$ cat src/rtl/core/lsm_pkg.sv
// lsm_pkg: shared sizes, codes, types and the case-fold function of the
// line substring matcher; no dependencies, imported by every rtl/core module
package lsm_pkg;

  localparam int PATTERN_MAX = 64;
  localparam int LINE_MAX    = 8192;

  // field widths
  localparam int BYTE_W = 8;
  localparam int SLOT_W = 6;
  localparam int LEN_W  = 7;
  localparam int OFF_W  = 13;

  // derived sizes
  localparam int IDX_W = (PATTERN_MAX > 1) ? $clog2(PATTERN_MAX) : 1;
  localparam int LIM_W = $clog2(PATTERN_MAX + 1);
  localparam int CNT_W = $clog2(LINE_MAX + 1);

  // apb port
  localparam int APB_DW = 32;
  localparam int APB_AW = 3;

  localparam logic [BYTE_W-1:0] CHAR_UPPER_A = 8'h41;
  localparam logic [BYTE_W-1:0] CHAR_UPPER_Z = 8'h5a;
  localparam logic [BYTE_W-1:0] CASE_DELTA   = 8'h20;

  typedef enum logic {
    REQ_LINE = 1'b0,
    REQ_LOAD = 1'b1
  } req_type_t;

  typedef enum logic {
    REG_CASE_INS = 1'b0,
    REG_PAT_LEN  = 1'b1
  } reg_idx_t;

  typedef struct packed {
    logic             case_insensitive;
    logic [LEN_W-1:0] pattern_length;
  } cfg_t;

  typedef struct packed {
    logic [PATTERN_MAX-1:0] hit;
    logic [PATTERN_MAX-1:0] end_sel;
    logic [IDX_W-1:0]       end_idx;
    logic                   empty;
  } pat_info_t;

  typedef struct packed {
    logic             matched;
    logic [OFF_W-1:0] offset;
  } result_t;

  function automatic logic [BYTE_W-1:0] fold_byte(input logic [BYTE_W-1:0] c,
                                                   input logic ci);
    logic [BYTE_W-1:0] r;
    r = c;
    if (ci && (c >= CHAR_UPPER_A) && (c <= CHAR_UPPER_Z)) begin
      r = c + CASE_DELTA;
    end
    return r;
  endfunction

endpackage

$ cat src/rtl/core/lsm_cfg_regs.sv
// lsm_cfg_regs: apb register file holding the case mode and pattern length
// depends on lsm_pkg
module lsm_cfg_regs import lsm_pkg::*; (
  input  logic              clk,
  input  logic              rst_n,
  input  logic              psel,
  input  logic              penable,
  input  logic              pwrite,
  input  logic [APB_AW-1:0] paddr,
  input  logic [APB_DW-1:0] pwdata,
  output logic [APB_DW-1:0] prdata,
  output logic              pready,
  output cfg_t              cfg
);

  logic             case_ins_r;
  logic [LEN_W-1:0] pat_len_r;
  logic             wr_en;
  reg_idx_t         reg_sel;

  assign pready  = 1'b1;
  assign wr_en   = psel && penable && pwrite && pready;
  // byte address 4*i, low bits ignored
  assign reg_sel = reg_idx_t'(paddr[2]);

  always_ff @(posedge clk) begin
    if (!rst_n) begin
      case_ins_r <= 1'b0;
      pat_len_r  <= '0;
    end else if (wr_en) begin
      case (reg_sel)
        REG_CASE_INS: case_ins_r <= pwdata[0];
        REG_PAT_LEN:  pat_len_r  <= pwdata[LEN_W-1:0];
        default: ;
      endcase
    end
  end

  always_comb begin
    case (reg_sel)
      REG_CASE_INS: prdata = APB_DW'(case_ins_r);
      REG_PAT_LEN:  prdata = APB_DW'(pat_len_r);
      default:      prdata = '0;
    endcase
  end

  assign cfg.case_insensitive = case_ins_r;
  assign cfg.pattern_length   = pat_len_r;

endmodule

$ cat src/rtl/core/lsm_pattern_bank.sv
// lsm_pattern_bank: pattern byte store with per-lane compare against the
// current line byte, and the one-hot lane that closes the effective pattern
// depends on lsm_pkg
module lsm_pattern_bank import lsm_pkg::*; (
  input  logic              clk,
  input  logic              we,
  input  logic [SLOT_W-1:0] slot,
  input  logic [BYTE_W-1:0] wdata,
  input  cfg_t              cfg,
  input  logic [BYTE_W-1:0] line_byte,
  output pat_info_t         info
);

  logic [BYTE_W-1:0]      store_r [PATTERN_MAX];
  logic [PATTERN_MAX-1:0] nz_r;
  logic [IDX_W-1:0]       widx;
  logic                   wr_ok;
  logic [LIM_W-1:0]       lim;
  logic [BYTE_W-1:0]      c;
  logic [PATTERN_MAX-1:0] prefix;
  logic [PATTERN_MAX-1:0] hit;
  logic [PATTERN_MAX-1:0] end_sel;
  logic [IDX_W-1:0]       end_idx;

  assign widx  = IDX_W'(slot);
  assign wr_ok = we && (32'(slot) < PATTERN_MAX);

  // nz_r marks lanes holding a nonzero byte, written alongside the store
  always_ff @(posedge clk) begin
    if (wr_ok) begin
      store_r[widx] <= wdata;
      nz_r[widx]    <= (wdata != '0);
    end
  end

  assign lim = (32'(cfg.pattern_length) > PATTERN_MAX) ? LIM_W'(PATTERN_MAX)
                                                       : LIM_W'(cfg.pattern_length);
  assign c   = fold_byte(line_byte, cfg.case_insensitive);

  for (genvar k = 0; k < PATTERN_MAX; k++) begin : g_lane
    assign hit[k]    = nz_r[k] && (fold_byte(store_r[k], cfg.case_insensitive) == c);
    assign prefix[k] = &nz_r[k:0];
    // lane k ends the pattern when the next byte is zero or the length stops here
    if (k == PATTERN_MAX - 1) begin : g_last
      assign end_sel[k] = prefix[k] && (LIM_W'(k) < lim);
    end else begin : g_mid
      assign end_sel[k] = prefix[k] && (LIM_W'(k) < lim) &&
                          ((LIM_W'(k + 1) == lim) || !nz_r[k + 1]);
    end
  end

  always_comb begin
    end_idx = '0;
    for (int k = 0; k < PATTERN_MAX; k++) begin
      if (end_sel[k]) begin
        end_idx = end_idx | IDX_W'(k);
      end
    end
  end

  assign info.hit     = hit;
  assign info.end_sel = end_sel;
  assign info.end_idx = end_idx;
  assign info.empty   = (lim == '0) || !nz_r[0];

endmodule

$ cat src/rtl/core/lsm_match_core.sv
// lsm_match_core: shift-and partial match vector, line offset counter and
// first-match tracking; result formed at the end-of-line byte; depends on lsm_pkg
module lsm_match_core import lsm_pkg::*; (
  input  logic              clk,
  input  logic              rst_n,
  input  logic              step,
  input  logic [BYTE_W-1:0] line_byte,
  input  logic              eol,
  input  pat_info_t         info,
  output result_t           result
);

  logic [PATTERN_MAX-1:0] pmv_r, pmv_nxt, pmv_shift;
  logic [CNT_W-1:0]       off_r, off_nxt;
  logic                   found_r, found_nxt;
  logic [OFF_W-1:0]       start_r, start_nxt;
  logic                   zseen_r, zseen_nxt;
  logic                   search;
  logic                   new_hit;
  logic [OFF_W-1:0]       start_calc;

  assign zseen_nxt  = zseen_r || (line_byte == '0);
  assign search     = !zseen_nxt && (32'(off_r) < LINE_MAX);
  assign pmv_shift  = {pmv_r[PATTERN_MAX-2:0], 1'b1} & info.hit;
  assign new_hit    = search && !info.empty && !found_r && |(info.end_sel & pmv_shift);
  assign start_calc = OFF_W'(off_r) - OFF_W'(info.end_idx);
  assign pmv_nxt    = search ? pmv_shift : pmv_r;
  assign off_nxt    = search ? off_r + CNT_W'(1) : off_r;
  assign found_nxt  = found_r || new_hit;
  assign start_nxt  = new_hit ? start_calc : start_r;

  always_ff @(posedge clk) begin
    if (!rst_n) begin
      pmv_r   <= '0;
      off_r   <= '0;
      found_r <= 1'b0;
      start_r <= '0;
      zseen_r <= 1'b0;
    end else if (step) begin
      if (eol) begin
        pmv_r   <= '0;
        off_r   <= '0;
        found_r <= 1'b0;
        start_r <= '0;
        zseen_r <= 1'b0;
      end else begin
        pmv_r   <= pmv_nxt;
        off_r   <= off_nxt;
        found_r <= found_nxt;
        start_r <= start_nxt;
        zseen_r <= zseen_nxt;
      end
    end
  end

  // empty pattern always matches at offset zero
  assign result.matched = info.empty || found_nxt;
  assign result.offset  = (!info.empty && found_nxt) ? start_nxt : '0;

endmodule

$ cat src/rtl/core/line_substring_matcher_unit.sv
// line_substring_matcher_unit: top level with input register, result register
// and handshakes; depends on lsm_pkg, lsm_cfg_regs, lsm_pattern_bank, lsm_match_core
//
// Searches each line of a byte stream for one stored pattern of up to 64 bytes,
// exactly or ignoring ASCII letter case. Pattern bytes are loaded as items with
// req_type 1; line bytes (req_type 0) are taken one per cycle, and the byte
// flagged end_of_line yields one result: matched and the start offset of the
// first occurrence. The block sustains one item per clock; a result appears on
// the out_ port once the end-of-line item in the input register passes the
// combinational match update into the result register; an end-of-line byte
// waits in the input register while an earlier result is still held. A zero
// byte stops the search for the rest of the line, bytes past offset 8191 are
// not searched, and an empty pattern matches at offset 0. Pattern loads and
// register writes apply from the next line byte.
// Registers: case_insensitive at address 0, pattern_length at address 4.
module line_substring_matcher_unit import lsm_pkg::*; (
  input  logic              clk,
  input  logic              rst_n,
  input  logic              in_valid,
  output logic              in_ready,
  input  logic              in_req_type,
  input  logic [BYTE_W-1:0] in_data_byte,
  input  logic [SLOT_W-1:0] in_pattern_slot,
  input  logic              in_end_of_line,
  output logic              out_valid,
  input  logic              out_ready,
  output logic              out_matched,
  output logic [OFF_W-1:0]  out_match_offset,
  input  logic              psel,
  input  logic              penable,
  input  logic              pwrite,
  input  logic [APB_AW-1:0] paddr,
  input  logic [APB_DW-1:0] pwdata,
  output logic [APB_DW-1:0] prdata,
  output logic              pready
);

  logic              s1_valid_r;
  req_type_t         s1_req_r;
  logic [BYTE_W-1:0] s1_byte_r;
  logic [SLOT_W-1:0] s1_slot_r;
  logic              s1_eol_r;
  logic              s1_line;
  logic              s1_emits;
  logic              s1_fire;
  logic              out_free;
  logic              in_xfer;
  logic              out_valid_r;
  result_t           res_r;
  cfg_t              cfg;
  pat_info_t         info;
  result_t           result;

  assign s1_line  = s1_valid_r && (s1_req_r == REQ_LINE);
  assign s1_emits = s1_line && s1_eol_r;
  assign out_free = !out_valid_r || out_ready;
  assign s1_fire  = s1_valid_r && (!s1_emits || out_free);
  assign in_ready = !s1_valid_r || s1_fire;
  assign in_xfer  = in_valid && in_ready;

  always_ff @(posedge clk) begin
    if (!rst_n) begin
      s1_valid_r <= 1'b0;
    end else if (in_ready) begin
      s1_valid_r <= in_valid;
    end
  end

  always_ff @(posedge clk) begin
    if (in_xfer) begin
      s1_req_r  <= req_type_t'(in_req_type);
      s1_byte_r <= in_data_byte;
      s1_slot_r <= in_pattern_slot;
      s1_eol_r  <= in_end_of_line;
    end
  end

  lsm_cfg_regs u_cfg (
    .clk     (clk),
    .rst_n   (rst_n),
    .psel    (psel),
    .penable (penable),
    .pwrite  (pwrite),
    .paddr   (paddr),
    .pwdata  (pwdata),
    .prdata  (prdata),
    .pready  (pready),
    .cfg     (cfg)
  );

  lsm_pattern_bank u_bank (
    .clk       (clk),
    .we        (s1_fire && (s1_req_r == REQ_LOAD)),
    .slot      (s1_slot_r),
    .wdata     (s1_byte_r),
    .cfg       (cfg),
    .line_byte (s1_byte_r),
    .info      (info)
  );

  lsm_match_core u_core (
    .clk       (clk),
    .rst_n     (rst_n),
    .step      (s1_fire && s1_line),
    .line_byte (s1_byte_r),
    .eol       (s1_eol_r),
    .info      (info),
    .result    (result)
  );

  // result register, refilled as soon as the waiting result is taken
  always_ff @(posedge clk) begin
    if (!rst_n) begin
      out_valid_r <= 1'b0;
    end else if (s1_fire && s1_emits) begin
      out_valid_r <= 1'b1;
    end else if (out_ready) begin
      out_valid_r <= 1'b0;
    end
  end

  always_ff @(posedge clk) begin
    if (s1_fire && s1_emits) begin
      res_r <= result;
    end
  end

  assign out_valid        = out_valid_r;
  assign out_matched      = res_r.matched;
  assign out_match_offset = res_r.offset;

endmodule

$ cat config.mk
export PLATFORM = sky130hd
export DESIGN_NAME = line_substring_matcher_unit
export DESIGN_NICKNAME = d
export VERILOG_FILES = /design/src/rtl/core/lsm_pkg.sv /design/src/rtl/core/lsm_cfg_regs.sv /design/src/rtl/core/lsm_pattern_bank.sv /design/src/rtl/core/lsm_match_core.sv /design/src/rtl/core/line_substring_matcher_unit.sv
export SDC_FILE = /design/constraint.sdc
export NUM_CORES = 2
export LEC_CHECK = 0
export BUFFER_PORTS_ARGS = -buffer_cell sky130_fd_sc_hd__buf_2
export CAP_MARGIN = 20
export CORE_UTILIZATION = 30
export DETAILED_ROUTE_END_ITERATION = 6
export SLEW_MARGIN = 20
export SYNTH_ARGS = -nofsm -noshare
export SYNTH_HDL_FRONTEND = slang
export SYNTH_SLANG_ARGS = --single-unit
$ cat constraint.sdc
create_clock -name clk -period 4.75 [get_ports clk]
set_input_delay 0.7125 -clock clk [delete_from_list [all_inputs] [get_ports clk]]
set_output_delay 0.7125 -clock clk [all_outputs]
set_load 0.01 [all_outputs]
# Word-level counts from Yosys, hierarchy flattened

Memories as Yosys holds them, arrays and structs flattened.
Index checks and enable logic that the tools add are counted.

Bits in registers: 196
Memory bits (writable): 512
Bits of input ports: 58
Output and inout bits: 49
Logic and storage cells: 1146
Memories: 1

Memories:

| memory         | words | bits a word | read ports | clocked after memory_dff | wr ports | line                   | text |
|---|---|---|---|---|---|---|---|
| u_bank.store_r | 64    | 8           | 64         | 0                        | 1        | lsm_pattern_bank.sv:14 | `logic [BYTE_W-1:0] store_r [PATTERN_MAX];` |

Add/sub/neg operators: 67
Order comparisons: 198
Equality and inequality tests: 134
Mux-type cells: 180
Bitwise logic cells: 4
Reduce and logical (&&, ||, !) cells: 546

Operators with widths:

| operator                                                  | number |
|---|---|
| adder 8 x 6 -> 8 bit, second input constant               | 65 |
| >= comparator 8 x 7 -> 1 bit, second input constant       | 65 |
| <= comparator 8 x 7 -> 1 bit, second input constant       | 65 |
| two-way mux 8 bit                                         | 65 |
| == test 8 bit                                             | 64 |
| two-way mux 63 bit                                        | 6 |
| logical AND 1 bit                                         | 336 |
| == test 6 x 7 -> 1 bit, first input constant              | 32 |
| less-than comparator 6 x 7 -> 1 bit, first input constant | 32 |
| two-way mux 6 bit                                         | 32 |
| bitwise AND 64 bit                                        | 2 |
| == test 5 x 7 -> 1 bit, first input constant              | 16 |
| less-than comparator 5 x 7 -> 1 bit, first input constant | 16 |
| two-way mux 14 bit                                        | 6 |
| two-way mux 5 bit                                         | 16 |
| two-way mux 13 bit                                        | 6 |
| logical NOT 1 bit                                         | 70 |
| logical OR 1 bit                                          | 70 |
| bitwise mux 64 bit                                        | 1 |
| case mux 32 bit (2 select lines)                          | 1 |
| AND reduction 64 bit                                      | 1 |
| OR reduction 64 bit                                       | 1 |
| AND reduction 63 bit                                      | 1 |
| AND reduction 62 bit                                      | 1 |
| 87 further kinds                                          | 159 |

# Longest topological paths before layout

Depth after elaboration: 75
Mapped depth: 24
Mapped depth without buffers: 22

# Cells and area by module

A second synthesis with hierarchy kept.

Cells, all modules: 3206
Area, all modules: 36511.3 um^2

Modules (own cells, without submodules):

| module                      | times used | cells an instance | area an instance (um^2) | sequential area each (um^2) |
|---|---|---|---|---|
| lsm_pattern_bank            | 1          | 2584              | 30560.6                 | 17296.6 |
| lsm_match_core              | 1          | 508               | 4330.4                  | 1841.8 |
| line_substring_matcher_unit | 1          | 43                | 1016.0                  | 940.9 |
| lsm_cfg_regs                | 1          | 71                | 604.3                   | 160.2 |

# Least setup slack after synthesis

Ideal clock, no wire load.

Path type: register to register
Start point: register u_cfg.pat_len_r[6]
End point: register res_r, in the netlist out_match_offset[9] (data pin)
Library setup time: 0.132 ns
Data arrival time: 5.028 ns
Data required time: 4.618 ns
Slack: -0.409 ns
Cell stages (with the launch flop): 25
Path buffers: 3
Period minus slack after synthesis: 5.159 ns
Cells stage by stage: dfxtp_1 clkbuf_1 clkbuf_1 clkbuf_1 nand4b_1 or3_1 nor2_1 a21oi_1 nand4_1 nor2_1 a2111o_1 or4b_2 or3_1 inv_1 ha_1 nor2b_1 o21ai_0 nand2b_1 a21o_1 a21o_1 a211oi_1 nor3b_1 xor2_1 nand3_1 nand2_1

Word-level cells in the longest chain between the ends: 70
Elaborated cells on any way between the ends: 394
Classes of those cells: add/sub: 1; order compare: 65; eq/ne: 63; mux: 65; bitwise: 1; reduce/logical: 199

RTL lines:

| what                                                                                 | line                                           | text |
|---|---|---|
| start, declared                                                                      | lsm_cfg_regs.sv:17                             | `logic [LEN_W-1:0] pat_len_r;` |
| start signal, assigned                                                               | lsm_cfg_regs.sv:33                             | `REG_PAT_LEN: pat_len_r <= pwdata[LEN_W-1:0];` |
| greater-than comparator 7 bit                                                        | lsm_pattern_bank.sv:36                         | `assign lim = (32'(cfg.pattern_length) > PATTERN_MAX) ? LIM_W'(PATTERN_MAX)` |
| two-way mux 7 bit (*)                                                                | lsm_pattern_bank.sv:36                         |  |
| less-than comparator 1 x 7 -> 1 bit / == test 2 x 7 -> 1 bit (equally long branches) | lsm_pattern_bank.sv:47, lsm_pattern_bank.sv:48 |  |
| logical AND 1 bit / logical OR 1 bit (equally long branches)                         | lsm_pattern_bank.sv:47, lsm_pattern_bank.sv:48 |  |
| logical AND 1 bit                                                                    | lsm_pattern_bank.sv:47                         | `assign end_sel[k] = prefix[k] && (LIM_W'(k) < lim) &&` |
| two-way mux 1 bit                                                                    | lsm_pattern_bank.sv:55                         | `if (end_sel[k]) begin` |
| two-way mux 2 bit (2 in series)                                                      | lsm_pattern_bank.sv:55                         |  |
| two-way mux 3 bit (4 in series)                                                      | lsm_pattern_bank.sv:55                         |  |
| two-way mux 4 bit (8 in series)                                                      | lsm_pattern_bank.sv:55                         |  |
| two-way mux 5 bit (16 in series)                                                     | lsm_pattern_bank.sv:55                         |  |
| two-way mux 6 bit (32 in series)                                                     | lsm_pattern_bank.sv:55                         |  |
| subtractor 13 x 6 -> 13 bit                                                          | lsm_match_core.sv:26                           | `assign start_calc = OFF_W'(off_r) - OFF_W'(info.end_idx);` |
| two-way mux 13 bit                                                                   | lsm_match_core.sv:30                           | `assign start_nxt = new_hit ? start_calc : start_r;` |
| end signal, assigned                                                                 | line_substring_matcher_unit.sv:124             | `res_r <= result;` |
| end, declared                                                                        | line_substring_matcher_unit.sv:49              | `result_t res_r;` |

Every way passes the cells marked *; elsewhere a longest branch is shown, timed or not.
A chain may end at the register's enable or synchronous reset.

# Final worst setup path

Start point: register u_bank.nz_r[2]
End point: register res_r, in the netlist out_match_offset[9] (data pin)

Word-level cells in the longest chain between the ends: 68
Elaborated cells on any way between the ends: 260
Classes of those cells: add/sub: 1; mux: 64; bitwise: 2; reduce/logical: 193

RTL lines:

| what                             | line                   | text |
|---|---|---|
| start, declared                  | lsm_pattern_bank.sv:15 | `logic [PATTERN_MAX-1:0] nz_r;` |
| start signal, assigned by index  | lsm_pattern_bank.sv:32 | `nz_r[widx] <= (wdata != '0);` |
| logical NOT 1 bit                | lsm_pattern_bank.sv:48 | `((LIM_W'(k + 1) == lim) \|\| !nz_r[k + 1]);` |
| logical OR 1 bit                 | lsm_pattern_bank.sv:48 |  |
| logical AND 1 bit                | lsm_pattern_bank.sv:47 |  |
| two-way mux 1 bit                | lsm_pattern_bank.sv:55 |  |
| two-way mux 2 bit (2 in series)  | lsm_pattern_bank.sv:55 |  |
| two-way mux 3 bit (4 in series)  | lsm_pattern_bank.sv:55 |  |
| two-way mux 4 bit (8 in series)  | lsm_pattern_bank.sv:55 |  |
| two-way mux 5 bit (16 in series) | lsm_pattern_bank.sv:55 |  |
| two-way mux 6 bit (32 in series) | lsm_pattern_bank.sv:55 |  |
| subtractor 13 x 6 -> 13 bit      | lsm_match_core.sv:26   |  |
| two-way mux 13 bit               | lsm_match_core.sv:30   |  |

Several ways; a longest one is shown, not always the timed one.

==> qor.csv <==
metric,value,unit
total grt overflow,0,
Setup crit end kind,flip-flop,
#FFs+latches synth,708,
TritonCTS clock tree,built,
CTS HTree Levels,3,
Tightest Pin Transition,1.07,ns
WP data required,5.26,ns
drt initial violations,3020,
Yosys warning count,0,
Rel. slew slack,28.3,%
Avg WL per Cell,22.8,um
Mean Syn Cell Area,11.1,um2
post-place setup slack,-0.510,ns
port buffer count,53,
drt pass-1 iters,5,
VDD IR max,0.000231,V
fin worst setup slack,-0.0374,ns
status,finished with violations,
dpl hpwl,90.8,mm
Leak Pwr,15.4,nW
CTS Root Buffer Type,clkbuf_16,
fmax,0.209,GHz
"Max FO, Critical Path",5,
final wirelength,126,mm
Finished Cell Area,45600,um2
"most common cell after layout, fill and taps aside",edfxtp_1,
die width,357,um
CTS Buffer Depth,3,
core area,124000,um2
most frequent cells in the layout,"edfxtp_1, buf_4, xnor2_1",
sequential area share after synthesis,53.5,%
Initial Utilization,30.4,%
initial antenna violation count,3,
RSZ-0062 raised after global routing,yes,
io pins,107,
kind of start point of the critical path,flip-flop,
Syn-to-layout area delta,20.5,%
type of the most critical hold path,input port to flip-flop,
Worst Skew,0.0192,ns
Period minus WS final,4.79,ns
RePlAce Congestion,1.02,
# DRC,0,
first-pass GRT wire length,184,mm
"CTS clk-pin slew, worst paths",0.06,ns
Worst EP arrival,5.30,ns
placed cell area,42700,um2
DIE AREA,127000,um2
"Hold Vio Cnt, Final",0,
antenna cells,0,
Num Clock Sinks,708,
Worst-Skew Late Latency,0.65,ns
nets,3959,
Async SR Flop Fraction,0,%
"antenna viol nets, final",0,
vias per cell,5.36,
# Max-Cap Violations,0,
Placed Cells,5367,
Post-Layout Cell Count,5530,
total CTS buffers,78,
violated checks,negative setup slack,
Final period util,101,%
WS Path Type,flip-flop to flip-flop,
layout cells sized above 1,17.7,%
Post-synth EDFFs,606,
Yosys cell types,92,
Synth Flop Type,edfxtp_1,
FP Rows,129,
final setup violating endpoints,2,
Synth Instances,3410,
pins over their slew limit,0,
GR Util All Layers,19.4,%
via count,29625,
Die Y-Extent,357,um
largest net degree at the start of global routing,89,
P per Cell Area,298,nW/um2
cell area after synthesis,37800,um2
vias in the first global route,28170,
## final timing paths
path                                         from             endpoint  slack (ns)  depth (start not counted)
worst max register to register     u_bank.nz_r[2]  out_match_offset[9]       -0.04                         25
worst min-delay path              in_data_byte[5]         s1_byte_r[5]        0.24                          1
worst max-delay path               u_bank.nz_r[2]  out_match_offset[9]       -0.04                         25
worst min register to register  u_core.start_r[2]    u_core.start_r[2]        0.46                          2
## synthesized netlist by cell type, types with 8 or more instances
library cell / instances / area, um2
buf_2: 49 / 245
buf_4: 34 / 255
nor3b_1: 29 / 218
and3_1: 24 / 150
o21bai_1: 14 / 105
o21ai_0: 79 / 395
nor4_1: 70 / 438
a22oi_1: 9 / 67.6
o2bb2ai_1: 8 / 70.1
or2_2: 10 / 62.6
a21o_1: 36 / 270
a31oi_1: 57 / 357
clkbuf_1: 63 / 236
inv_1: 120 / 450
nor4b_1: 8 / 70.1
ha_1: 72 / 901
buf_6: 10 / 113
xor2_1: 157 / 1380
or4_1: 73 / 548
nor3_1: 103 / 515
and4_1: 9 / 78.8
o41ai_1: 32 / 280
nand3b_1: 12 / 90.1
o31ai_1: 32 / 240
nand2b_1: 17 / 106
edfxtp_1: 606 / 18200
a21boi_0: 34 / 255
o211ai_1: 12 / 90.1
or3_1: 33 / 206
dfxtp_1: 102 / 2040
nand2_1: 260 / 976
nor2_1: 210 / 788
xnor2_1: 354 / 3100
a21oi_1: 104 / 521
o221ai_1: 21 / 184
o21a_1: 25 / 188
nand3_1: 146 / 731
o2bb2ai_2: 8 / 120
nand4_1: 128 / 801
o22ai_1: 8 / 50.1
a41oi_1: 31 / 272
and2_1: 19 / 119
nor2b_1: 62 / 388
## sequential cells by signal, summed over array words and instances, names as in the netlist, 6 cells and up
name	flops
u_cfg.pat_len_r	7
s1_byte_r	8
u_core.off_r	14
u_core.start_r	13
u_bank.nz_r	64
out_match_offset	13
s1_slot_r	6
u_bank.store_r	512
u_core.pmv_r	63
## critical path, cell delays in order, from the launching register on
cell	delay [ns]
edfxtp_1	0.38
nand4_1	0.27
buf_4	0.19
nor4_4	0.04
buf_4	0.16
buf_6	0.13
nand2_4	0.06
a2111o_1	0.14
buf_6	0.12
nor2_1	0.04
buf_4	0.13
a2111o_1	0.33
or4b_4	0.50
or3_4	0.37
inv_2	0.06
ha_1	0.21
nor2b_1	0.13
o21ai_1	0.11
nand2b_1	0.09
a21o_1	0.17
a21o_1	0.19
a211oi_4	0.24
nor3b_2	0.22
xor2_1	0.20
nand3_1	0.10
nand2_1	0.08
## cell families after synthesis
group / count (synthesis) / synth area share (%)
AOI/OAI and AO/OA: 586 / 11.1
DFF: 708 / 53.5
muxes: 7 / 0.192
and+or+nand+nor: 1238 / 17.3
other: 2 / 0.0199
adders and majority gates: 73 / 2.44
buffers and inverters: 283 / 3.51
xor gates and xnor gates: 513 / 11.9
## layout make-up
type	count	area, um2
Clock inverter	29	251
Timing Repair Buffer	477	3730
Multi-Input combinational cell	2443	16600
Tap cell	1637	2050
Clock buffer	116	2210
Inverter	120	450
Fill cell	12161	78700
Sequential cell	708	20200
## through the flow
stage	util [%]	TNS [ns]	hold slack, ns	power (mW)
2_1_floorplan	-	0	0.438	7.43
3_3_place_gp	34.4	-4.56	0.446	7.80
3_5_place_dp	34.4	-4.80	0.452	7.80
4_1_cts	36.5	-0.0234	0.203	13.7
5_1_grt	36.7	-2.06	0.219	13.9
6_report	36.7	-0.0423	0.239	13.6
## routing by layer
metal	share of wire, %	up-vias	wire length, um	GRT usage (%)
met3	7.6	164	9540	2.82
met4	2.6	2	3280	5.77
met1	45	14666	56300	27.2
met5	0.010	-	13	0
met2	45	1176	57100	31.0
li1	-	13617	-	-
## power breakdown
group / switching (mW) / internal [mW] / total [mW]
sequential: 0.0293 / 6.75 / 6.78
clock: 2.50 / 3.40 / 5.90
combinational: 0.595 / 0.314 / 0.909
## timing repair
action,CTS,global route
resized for setup,37,19
endpoints found under the setup margin,23,20
hold buffers,0,0
pin swaps,21,22
buffers inserted,17,5
Power figures use the tool's default switching activity.
